**src/rtl/three_axis_moving_average_top_assert.svh**
```systemverilog
// ----------------------------------------------------------------------------
// three_axis_moving_average_top_assert
// assertion macros of the moving average rtl, sampled on the
// rising clock edge and disabled while the active-low reset is asserted
// ----------------------------------------------------------------------------
`ifndef THREE_AXIS_MOVING_AVERAGE_TOP_ASSERT_SVH
`define THREE_AXIS_MOVING_AVERAGE_TOP_ASSERT_SVH

// condition holds at every sampled edge
`define TMAV_ASSERT_ALWAYS(lbl, clk, rst_n, cond) \
    lbl: assert property (@(posedge clk) disable iff (!(rst_n)) (cond)) \
        else $error("tmav check failed");

// consequent holds in the same cycle as the antecedent
`define TMAV_ASSERT_IMP(lbl, clk, rst_n, ante, cons) \
    lbl: assert property (@(posedge clk) disable iff (!(rst_n)) (ante) |-> (cons)) \
        else $error("tmav check failed");

// consequent holds in the cycle after the antecedent
`define TMAV_ASSERT_NXT(lbl, clk, rst_n, ante, cons) \
    lbl: assert property (@(posedge clk) disable iff (!(rst_n)) (ante) |=> (cons)) \
        else $error("tmav check failed");

`endif

```
**src/rtl/tmav_pkg.sv**
```systemverilog
`timescale 1ns / 1ps
// ----------------------------------------------------------------------------
// tmav_pkg
// shared constants and types of the three-axis moving average
// ----------------------------------------------------------------------------
package tmav_pkg;

    // field widths
    localparam int BYTE_W  = 8;
    localparam int AXIS_W  = 16;
    localparam int AXES    = 3;
    localparam int IN_W    = 6 * BYTE_W;
    localparam int OUT_W   = AXES * AXIS_W;
    localparam int SAMP_W  = AXES * AXIS_W;

    // default window length
    localparam int WINDOW_LEN_DEF = 10;

    // load enables for the divider stages
    typedef struct packed {
        logic ld_mul;
        logic ld_out;
    } t_stage_ctl;

endpackage

```
**src/rtl/tmav_ram.sv**
```systemverilog
`timescale 1ns / 1ps
// ----------------------------------------------------------------------------
// tmav_ram
// generic single-clock ram, one write port and one registered read port;
// a read at the address being written returns the old contents
// ----------------------------------------------------------------------------
module tmav_ram #(
    parameter int WIDTH = 48,
    parameter int DEPTH = 10,
    localparam int AW   = (DEPTH > 1) ? $clog2(DEPTH) : 1
) (
    input  logic             i_clk,
    input  logic             i_we,
    input  logic [AW-1:0]    i_waddr,
    input  logic [WIDTH-1:0] i_wdata,
    input  logic             i_re,
    input  logic [AW-1:0]    i_raddr,
    output logic [WIDTH-1:0] o_rdata
);

    logic [WIDTH-1:0] r_mem [DEPTH];
    logic [WIDTH-1:0] r_rdata;

    // write and registered read
    always_ff @(posedge i_clk) begin
        if (i_we) begin
            r_mem[i_waddr] <= i_wdata;
        end
        if (i_re) begin
            r_rdata <= r_mem[i_raddr];
        end
    end

    assign o_rdata = r_rdata;

endmodule

```
**src/rtl/tmav_div.sv**
```systemverilog
`timescale 1ns / 1ps
// ----------------------------------------------------------------------------
// tmav_div
// signed divide of a window sum by the window length, truncating toward
// zero; reciprocal multiply in the first stage, one-step correction and
// sign restore in the second
// ----------------------------------------------------------------------------
module tmav_div #(
    parameter int WINDOW_LEN = tmav_pkg::WINDOW_LEN_DEF,
    localparam int SUMW      = tmav_pkg::AXIS_W + $clog2(WINDOW_LEN),
    localparam int MAGW      = SUMW
) (
    input  logic                             i_clk,
    input  tmav_pkg::t_stage_ctl             i_ctl,
    input  logic signed [SUMW-1:0]           i_sum,
    output logic signed [tmav_pkg::AXIS_W-1:0] o_avg
);

    localparam logic [MAGW-1:0] RECIP = MAGW'((64'd1 << MAGW) / WINDOW_LEN);
    localparam logic [MAGW-1:0] DIV_C = MAGW'(WINDOW_LEN);

    logic [MAGW-1:0]   w_mag;
    logic [MAGW-1:0]   r_mag;
    logic              r_neg;
    logic [2*MAGW-1:0] r_prod;
    logic [MAGW-1:0]   w_q0;
    logic [MAGW-1:0]   w_qw;
    logic [MAGW-1:0]   w_rem;
    logic [MAGW-1:0]   w_q;
    logic [tmav_pkg::AXIS_W-1:0] n_avg;
    logic [tmav_pkg::AXIS_W-1:0] r_avg;

    // magnitude of the sum, full scale fits unsigned
    assign w_mag = i_sum[SUMW-1] ? MAGW'(-i_sum) : MAGW'(i_sum);

    // stage a: reciprocal multiply
    always_ff @(posedge i_clk) begin
        if (i_ctl.ld_mul) begin
            r_mag  <= w_mag;
            r_neg  <= i_sum[SUMW-1];
            r_prod <= (2*MAGW)'(w_mag) * (2*MAGW)'(RECIP);
        end
    end

    // estimate is exact or one low, fix with the remainder
    assign w_q0  = r_prod[2*MAGW-1:MAGW];
    assign w_qw  = w_q0 * DIV_C;
    assign w_rem = r_mag - w_qw;
    assign w_q   = (w_rem >= DIV_C) ? (w_q0 + MAGW'(1)) : w_q0;
    assign n_avg = r_neg ? (-w_q[tmav_pkg::AXIS_W-1:0]) : w_q[tmav_pkg::AXIS_W-1:0];

    // stage b: result register
    always_ff @(posedge i_clk) begin
        if (i_ctl.ld_out) begin
            r_avg <= n_avg;
        end
    end

    assign o_avg = r_avg;

endmodule

```
**src/rtl/three_axis_moving_average_top.sv**
```systemverilog
`timescale 1ns / 1ps
// ----------------------------------------------------------------------------
// three_axis_moving_average_top
// ten-tap boxcar average of three magnetometer axes over a sample ring
// ----------------------------------------------------------------------------
// usage
//   slave channel: one transaction is one sample, six raw bytes in device
//   order x, z, y, high byte first. master channel: one transaction per
//   sample, the three window averages (sum / WINDOW_LEN, toward zero).
//   each sample passes the stage 1, sum, divider and output registers.
//   throughput: one sample per cycle while the receiver is ready, set by
//   the ring ram, read and written once per sample at the ring pointer.
//   the window samples sit in one ram, 3 x 16 bits per row; running sums
//   are kept in registers and updated from the row read out.
//   reset clears the ring pointer, the running sums and one valid flag per
//   ring row; rows not yet written read as zero, so no clearing pass runs.
//   when the receiver stalls, every stage holds its transaction and the
//   pipeline keeps accepting until its four slots are full, then
//   o_s_axis_tready drops; nothing is lost or repeated.
// ----------------------------------------------------------------------------
`include "three_axis_moving_average_top_assert.svh"

module three_axis_moving_average_top #(
    parameter int WINDOW_LEN = tmav_pkg::WINDOW_LEN_DEF
) (
    input  logic                       i_clk,
    input  logic                       i_rst_n,
    input  logic                       i_s_axis_tvalid,
    output logic                       o_s_axis_tready,
    // x_high, x_low, z_high, z_low, y_high, y_low
    input  logic [tmav_pkg::IN_W-1:0]  i_s_axis_tdata,
    output logic                       o_m_axis_tvalid,
    input  logic                       i_m_axis_tready,
    // avg_x, avg_y, avg_z
    output logic [tmav_pkg::OUT_W-1:0] o_m_axis_tdata
);

    localparam int AXIS_W = tmav_pkg::AXIS_W;
    localparam int AXES   = tmav_pkg::AXES;
    localparam int SAMP_W = tmav_pkg::SAMP_W;
    localparam int PTRW   = $clog2(WINDOW_LEN);
    localparam int SUMW   = AXIS_W + PTRW;
    localparam logic [PTRW-1:0] LAST_PTR = PTRW'(WINDOW_LEN - 1);

    // handshake and stage control
    logic w_accept;
    logic w_out_free, w_s3_free, w_s2_free, w_s1_free;
    logic w_ld2, w_ld3, w_ld_out;
    logic r_s1_v, r_s2_v, r_s3_v, r_out_v;
    tmav_pkg::t_stage_ctl w_ctl;

    // ring state
    logic [PTRW-1:0]       r_ptr;
    logic [WINDOW_LEN-1:0] r_row_vld;
    logic [SAMP_W-1:0]     w_sample;
    logic [SAMP_W-1:0]     w_rdata;
    logic [SAMP_W-1:0]     w_old;
    logic [SAMP_W-1:0]     r_s1_sample;
    logic                  r_s1_old_vld;

    // running sums
    logic signed [SUMW-1:0] r_sum    [AXES];
    logic signed [SUMW-1:0] n_sum    [AXES];
    logic signed [SUMW-1:0] r_s2_sum [AXES];
    logic signed [AXIS_W-1:0] w_avg  [AXES];

    // ready chain from the output register back to the input
    assign w_out_free      = !r_out_v || i_m_axis_tready;
    assign w_ld_out        = r_s3_v && w_out_free;
    assign w_s3_free       = !r_s3_v || w_out_free;
    assign w_ld3           = r_s2_v && w_s3_free;
    assign w_s2_free       = !r_s2_v || w_s3_free;
    assign w_ld2           = r_s1_v && w_s2_free;
    assign w_s1_free       = !r_s1_v || w_s2_free;
    assign o_s_axis_tready = w_s1_free;
    assign w_accept        = i_s_axis_tvalid && w_s1_free;

    assign w_ctl.ld_mul = w_ld3;
    assign w_ctl.ld_out = w_ld_out;

    // stage valid flags
    always_ff @(posedge i_clk) begin
        if (!i_rst_n) begin
            r_s1_v  <= 1'b0;
            r_s2_v  <= 1'b0;
            r_s3_v  <= 1'b0;
            r_out_v <= 1'b0;
        end else begin
            if (w_s1_free) begin
                r_s1_v <= w_accept;
            end
            if (w_s2_free) begin
                r_s2_v <= w_ld2;
            end
            if (w_s3_free) begin
                r_s3_v <= w_ld3;
            end
            if (w_out_free) begin
                r_out_v <= w_ld_out;
            end
        end
    end

    // assemble the sample row: x low, y middle, z high
    assign w_sample = {i_s_axis_tdata[23:16], i_s_axis_tdata[31:24],
                       i_s_axis_tdata[39:32], i_s_axis_tdata[47:40],
                       i_s_axis_tdata[7:0],   i_s_axis_tdata[15:8]};

    // ring pointer and row valid flags
    always_ff @(posedge i_clk) begin
        if (!i_rst_n) begin
            r_ptr     <= '0;
            r_row_vld <= '0;
        end else if (w_accept) begin
            r_ptr            <= (r_ptr == LAST_PTR) ? '0 : (r_ptr + PTRW'(1));
            r_row_vld[r_ptr] <= 1'b1;
        end
    end

    // stage 1 payload
    always_ff @(posedge i_clk) begin
        if (w_accept) begin
            r_s1_sample  <= w_sample;
            r_s1_old_vld <= r_row_vld[r_ptr];
        end
    end

    // sample ring: old row read and new row written at the same pointer
    tmav_ram #(
        .WIDTH (SAMP_W),
        .DEPTH (WINDOW_LEN)
    ) u_ring (
        .i_clk   (i_clk),
        .i_we    (w_accept),
        .i_waddr (r_ptr),
        .i_wdata (w_sample),
        .i_re    (w_accept),
        .i_raddr (r_ptr),
        .o_rdata (w_rdata)
    );

    // a row never written counts as zero
    assign w_old = r_s1_old_vld ? w_rdata : '0;

    // running sum update: drop the oldest, add the newest
    always_comb begin
        for (int a = 0; a < AXES; a++) begin
            n_sum[a] = r_sum[a]
                     - SUMW'(signed'(w_old[a*AXIS_W +: AXIS_W]))
                     + SUMW'(signed'(r_s1_sample[a*AXIS_W +: AXIS_W]));
        end
    end

    always_ff @(posedge i_clk) begin
        if (!i_rst_n) begin
            for (int a = 0; a < AXES; a++) begin
                r_sum[a] <= '0;
            end
        end else if (w_ld2) begin
            for (int a = 0; a < AXES; a++) begin
                r_sum[a] <= n_sum[a];
            end
        end
    end

    always_ff @(posedge i_clk) begin
        if (w_ld2) begin
            for (int a = 0; a < AXES; a++) begin
                r_s2_sum[a] <= n_sum[a];
            end
        end
    end

    // one divider per axis
    for (genvar g = 0; g < AXES; g++) begin : g_div
        tmav_div #(
            .WINDOW_LEN (WINDOW_LEN)
        ) u_div (
            .i_clk (i_clk),
            .i_ctl (w_ctl),
            .i_sum (r_s2_sum[g]),
            .o_avg (w_avg[g])
        );
    end

    // result transaction: avg_x, avg_y, avg_z
    assign o_m_axis_tvalid = r_out_v;
    assign o_m_axis_tdata  = {w_avg[2], w_avg[1], w_avg[0]};

    // checks
    `TMAV_ASSERT_ALWAYS(a_ptr_range, i_clk, i_rst_n, r_ptr <= LAST_PTR)
    `TMAV_ASSERT_NXT(a_accept_marks_row, i_clk, i_rst_n, w_accept,
        r_s1_v && r_row_vld[$past(r_ptr)])
    `TMAV_ASSERT_NXT(a_s1_holds, i_clk, i_rst_n, r_s1_v && !w_s2_free,
        r_s1_v && $stable(r_s1_sample) && $stable(w_rdata))
    `TMAV_ASSERT_IMP(a_full_blocks_input, i_clk, i_rst_n,
        r_s1_v && r_s2_v && r_s3_v && r_out_v && !i_m_axis_tready,
        !o_s_axis_tready)

endmodule
```
**config.mk**
```make
export PLATFORM = sky130hd
export DESIGN_NAME = three_axis_moving_average_top
export DESIGN_NICKNAME = d
export VERILOG_FILES = /design/src/rtl/tmav_pkg.sv /design/src/rtl/tmav_ram.sv /design/src/rtl/tmav_div.sv /design/src/rtl/three_axis_moving_average_top.sv
export VERILOG_INCLUDE_DIRS = /design/src /design/src/rtl
export SDC_FILE = /design/constraint.sdc
export NUM_CORES = 2
export LEC_CHECK = 0
export ABC_AREA = 1
export ABC_CLOCK_PERIOD_IN_PS = 28100
export BUFFER_PORTS_ARGS = -buffer_cell sky130_fd_sc_hd__buf_2
export CORE_MARGIN = 2
export CORE_UTILIZATION = 55
export CTS_CLUSTER_SIZE = 40
export DETAILED_ROUTE_END_ITERATION = 6
export PLACE_DENSITY = 0.83
export SKIP_LAST_GASP = 1
export SYNTH_ARGS = -nofsm -noshare
export SYNTH_HDL_FRONTEND = slang
export SYNTH_SLANG_ARGS = --single-unit
```
**constraint.sdc**
```tcl
create_clock -name i_clk -period 28.1 [get_ports i_clk]
set_input_delay 8.43 -clock i_clk [delete_from_list [all_inputs] [get_ports i_clk]]
set_output_delay 8.43 -clock i_clk [all_outputs]
set_load 0.05 [all_outputs]
```
==> flow_results.org <==
** Worst setup path
- Launching instance or port of the critical path :: i_m_axis_tready
- Kind of end point of the critical path :: primary output
- STA classifies the critical path startpoint as an input pin.
- In this run the critical register-to-register path is captured at g_div[2].u_div.r_prod[32].
- For this run, the slowest stage of the critical path takes 210 ps.
- Type of the worst setup path :: input pin to primary output
- The setup check on the worst reg-to-reg path leaves a slack of 20170 ps.
- Cell-by-cell listing of the critical path :: buf_2 > nor2_1 > inv_1 > nor2_1 > inv_1 > nor2_1 > inv_1 > nor2_1 > inv_1 > buf_2
- Crit path max-delay family :: buffers and inverters
- For the worst setup path, the data required time is 19670 ps.
- In this run the worst path has a maximum fanout of 3.
- Among all stages on the critical path, the largest delay is contributed by nor2_1.
- Data arrives at the worst endpoint at 9650 ps.
- Reg2reg start :: r_s2_sum[0][40]
- The number of buffers and inverters on the critical path is 6.
- Number of cells on the worst reg-to-reg path :: 31

** Clock network
- Maximum count of clock buffers along a single path :: 3
- Number of clock sinks :: 874
- Clock tree from TritonCTS :: done
- Clock transition at path regs :: 60 ps
- The clock tree synthesis step divided the H-tree into 3 levels.
- The number of clock buffers added by TritonCTS is 89.
- Resize count post-CTS :: 0
- Clock latency on the worst-skew pair, taken at its later pin, is 690 ps.
- Cts-stage hold buffer count :: 0
- Buffers added to address setup during post-CTS repair amount to 0.
- The tree is rooted in a clkbuf_16.

** Die
- The initial utilization of the core area, before any placement, comes to 55.2%.
- Die H :: 342 µm
- The die is 342 µm wide.
- Placeable core region :: 0.114 mm²
- Ports placed on the boundary :: 102
- The initialized floorplan defines 124 standard-cell rows.
- The die covers 0.117 mm².

** Drt
- Total wirelength of the detailed-routed design :: 149 mm
- For this run, design rule violations remaining after detail routing come to 2.
- Routed wirelength normalized by instance count :: 18.5 µm
- Antenna violation net count after detailed routing :: 0
- DR iter-0 viols :: 3965
- Number of vias after detailed routing :: 44300
- Dividing the detail-routed via count by the number of cells gives 5.50.
- The first detailed-routing pass ran for 7 iterations.

** Synth
- Counting flops with a built-in enable in the synthesized netlist gives 856.
- Synth Cell Area :: 0.0628 mm²
- By area the synthesized netlist is led by edfxtp_1 (41%), ha_1 (13%), fa_1 (12%).
- Among all flip-flop cells after synthesis, the most frequent one is edfxtp_1.
- Post-synthesis average cell area :: 9.91 µm²
- Counting distinct cell types in the post-synthesis netlist gives 57.
- Post-synth top area cell :: edfxtp_1
- Summed over its instances, the top area cell type makes up 40.9% of the synthesized netlist area.
- Share of the yosys chip area belonging to registers :: 41.5%
- Warnings, synthesis :: 0
- Post-Syn Nets :: 7433
- Synthesized instance count :: 6342
- Counting flops with an async set or reset pin after synthesis yields a share of 0%.
- After synthesis the netlist holds a flip-flop and latch count of 874.

** Placed design
- Routability-driven placement finished with a final weighted congestion of 0.949.
- Number of buffer cells added on primary ports :: 101
- Detailed-placement wirelength estimate :: 110 mm

** Final layout
- Layout-stage area growth over the synthesis result :: 8.51%
- The library cells used most frequently in the layout, excluding fill and tap cells, are inv_1 (1354), nand2_1 (1081), edfxtp_1 (856).
- Fraction of final layout cells with drive strength greater than 1 :: 6.02%
- Most frequent standard cell in the layout excluding fill and tap cells :: inv_1
- Nets :: 7561

** Global route
- Remaining Overflow, GRT :: 0
- Via count of the first global-routing pass :: 45000
- Antenna violations before repair :: 17
- Global routing consumed, over all layers together, 25.8% of the routing resources.
- The first global-routing pass estimated 239 mm of wire.
- Entering global routing, the biggest net connects 88 pins.

** Outcome
- Status :: finished with violations
- The final reports fail on DRC.

** Timing
- Setup repair after global routing left no endpoint under its margin.
- For the pin with the worst max-slew slack, the measured transition is 1250 ps.
- For this run, the top clock speed supported by timing is 0.0553 GHz.
- The total count of hold-check failures in the final report was 0.
- Clock skew on the completed layout was measured at 38.9 ps.
- Setup total negative slack :: 0 ps
- Final Max Slew Viols :: 0
- Share of the clock period used by the worst path after layout :: 64.4%
- Subtracting the final worst setup slack from the clock period gives 18080 ps.
- The worst pin sits at a relative slew slack of 16.5%.
- Setup violations remaining at the end of the flow were counted as 0.

** Worst hold path
- Number of cells on the worst hold path :: 1
- Hold-critical path endpoint :: r_row_vld[7]
- Type of the most critical hold path :: flop to flop
- In this run the most critical hold path is launched from r_row_vld[7].

** Flow run
- Max Cap Viol :: 0
## cell usage after synthesis (5+ instances only)
master	number
inv_1	1357
nand2_1	1083
edfxtp_1	856
ha_1	652
fa_1	387
nor2_1	376
a21oi_1	264
xor2_1	203
a22oi_1	192
nand3_1	186
o21ai_0	149
clkbuf_1	80
xnor2_1	76
nand4_1	61
o211ai_1	59
nor3_1	54
nand2_2	29
nor2_2	26
nor4_1	24
nand3b_1	22
a31oi_1	21
o21bai_1	21
inv_2	19
dfxtp_1	18
o21a_1	18
o21ai_1	17
o31ai_1	7
a21o_1	6
buf_1	6
buf_6	5
nand3_2	5
nor2_4	5
o221ai_1	5
## flip-flops by register name (all words and copies together) (netlist names), 10 cells and up
signal	cells
r_sum	60
g_div.u_div.r_prod	51
g_div.u_div.r_mag	57
g_div.u_div.o_avg	48
r_row_vld	10
r_s1_sample	48
u_ring.r_mem	480
r_s2_sum	60
u_ring.o_rdata	48
## final cells by class
| type | count | area, µm² |
|---|---|---|
| fill | 9143 | 45700 |
| multi-input combinational | 3995 | 31300 |
| sequential | 874 | 26100 |
| inverter | 1378 | 5180 |
| clock buffer | 113 | 2400 |
| tap | 1512 | 1890 |
| timing repair buffer | 132 | 738 |
| clock inverter | 50 | 577 |
| antenna | 6 | 15.0 |
## stage by stage
stage                     utilization [%]  instance area, µm²  setup WS, ps  std cells  hold slack [ps]
after floorplan                         -               62800         10480       6342              441
after global placement               57.3               65200          9930       7891              447
after detailed placement             57.3               65200         10020       7891              455
after CTS                            59.9               68200         10010       8054              474
after global routing                 59.9               68200          9840       8055              486
final                                59.9               68200         10020       8060              476
## cell families after synthesis
group | share of synthesized area (%)
compound gates | 7.69
fa+ha+maj | 25.3
xor+xnor | 3.89
buf+inv | 8.87
simple gates | 12.8
flops | 41.5
## how the worst max path moves through the flow
stage / depth (start not counted) / slack (ps) / end
CTS: 10 / 10010 / o_s_axis_tready
global route: 10 / 9840 / o_s_axis_tready
global placement: 10 / 9930 / o_s_axis_tready
floorplan: 8 / 10480 / o_s_axis_tready
detailed placement: 10 / 10020 / o_s_axis_tready
finish: 10 / 10020 / o_s_axis_tready
## routing by layer
metal | vias up | wire length [µm] | global-route usage [%]
li1 | 21100 | - | -
met1 | 21200 | 62200 | 34.8
met2 | 1729 | 70500 | 42.8
met3 | 308 | 11900 | 4.31
met4 | 24 | 4080 | 7.94
met5 | - | 153 | 0
Power is left out: the tool's default activity adds up to more than one toggle a clock period on the data nets, which glitch-free logic cannot reach.
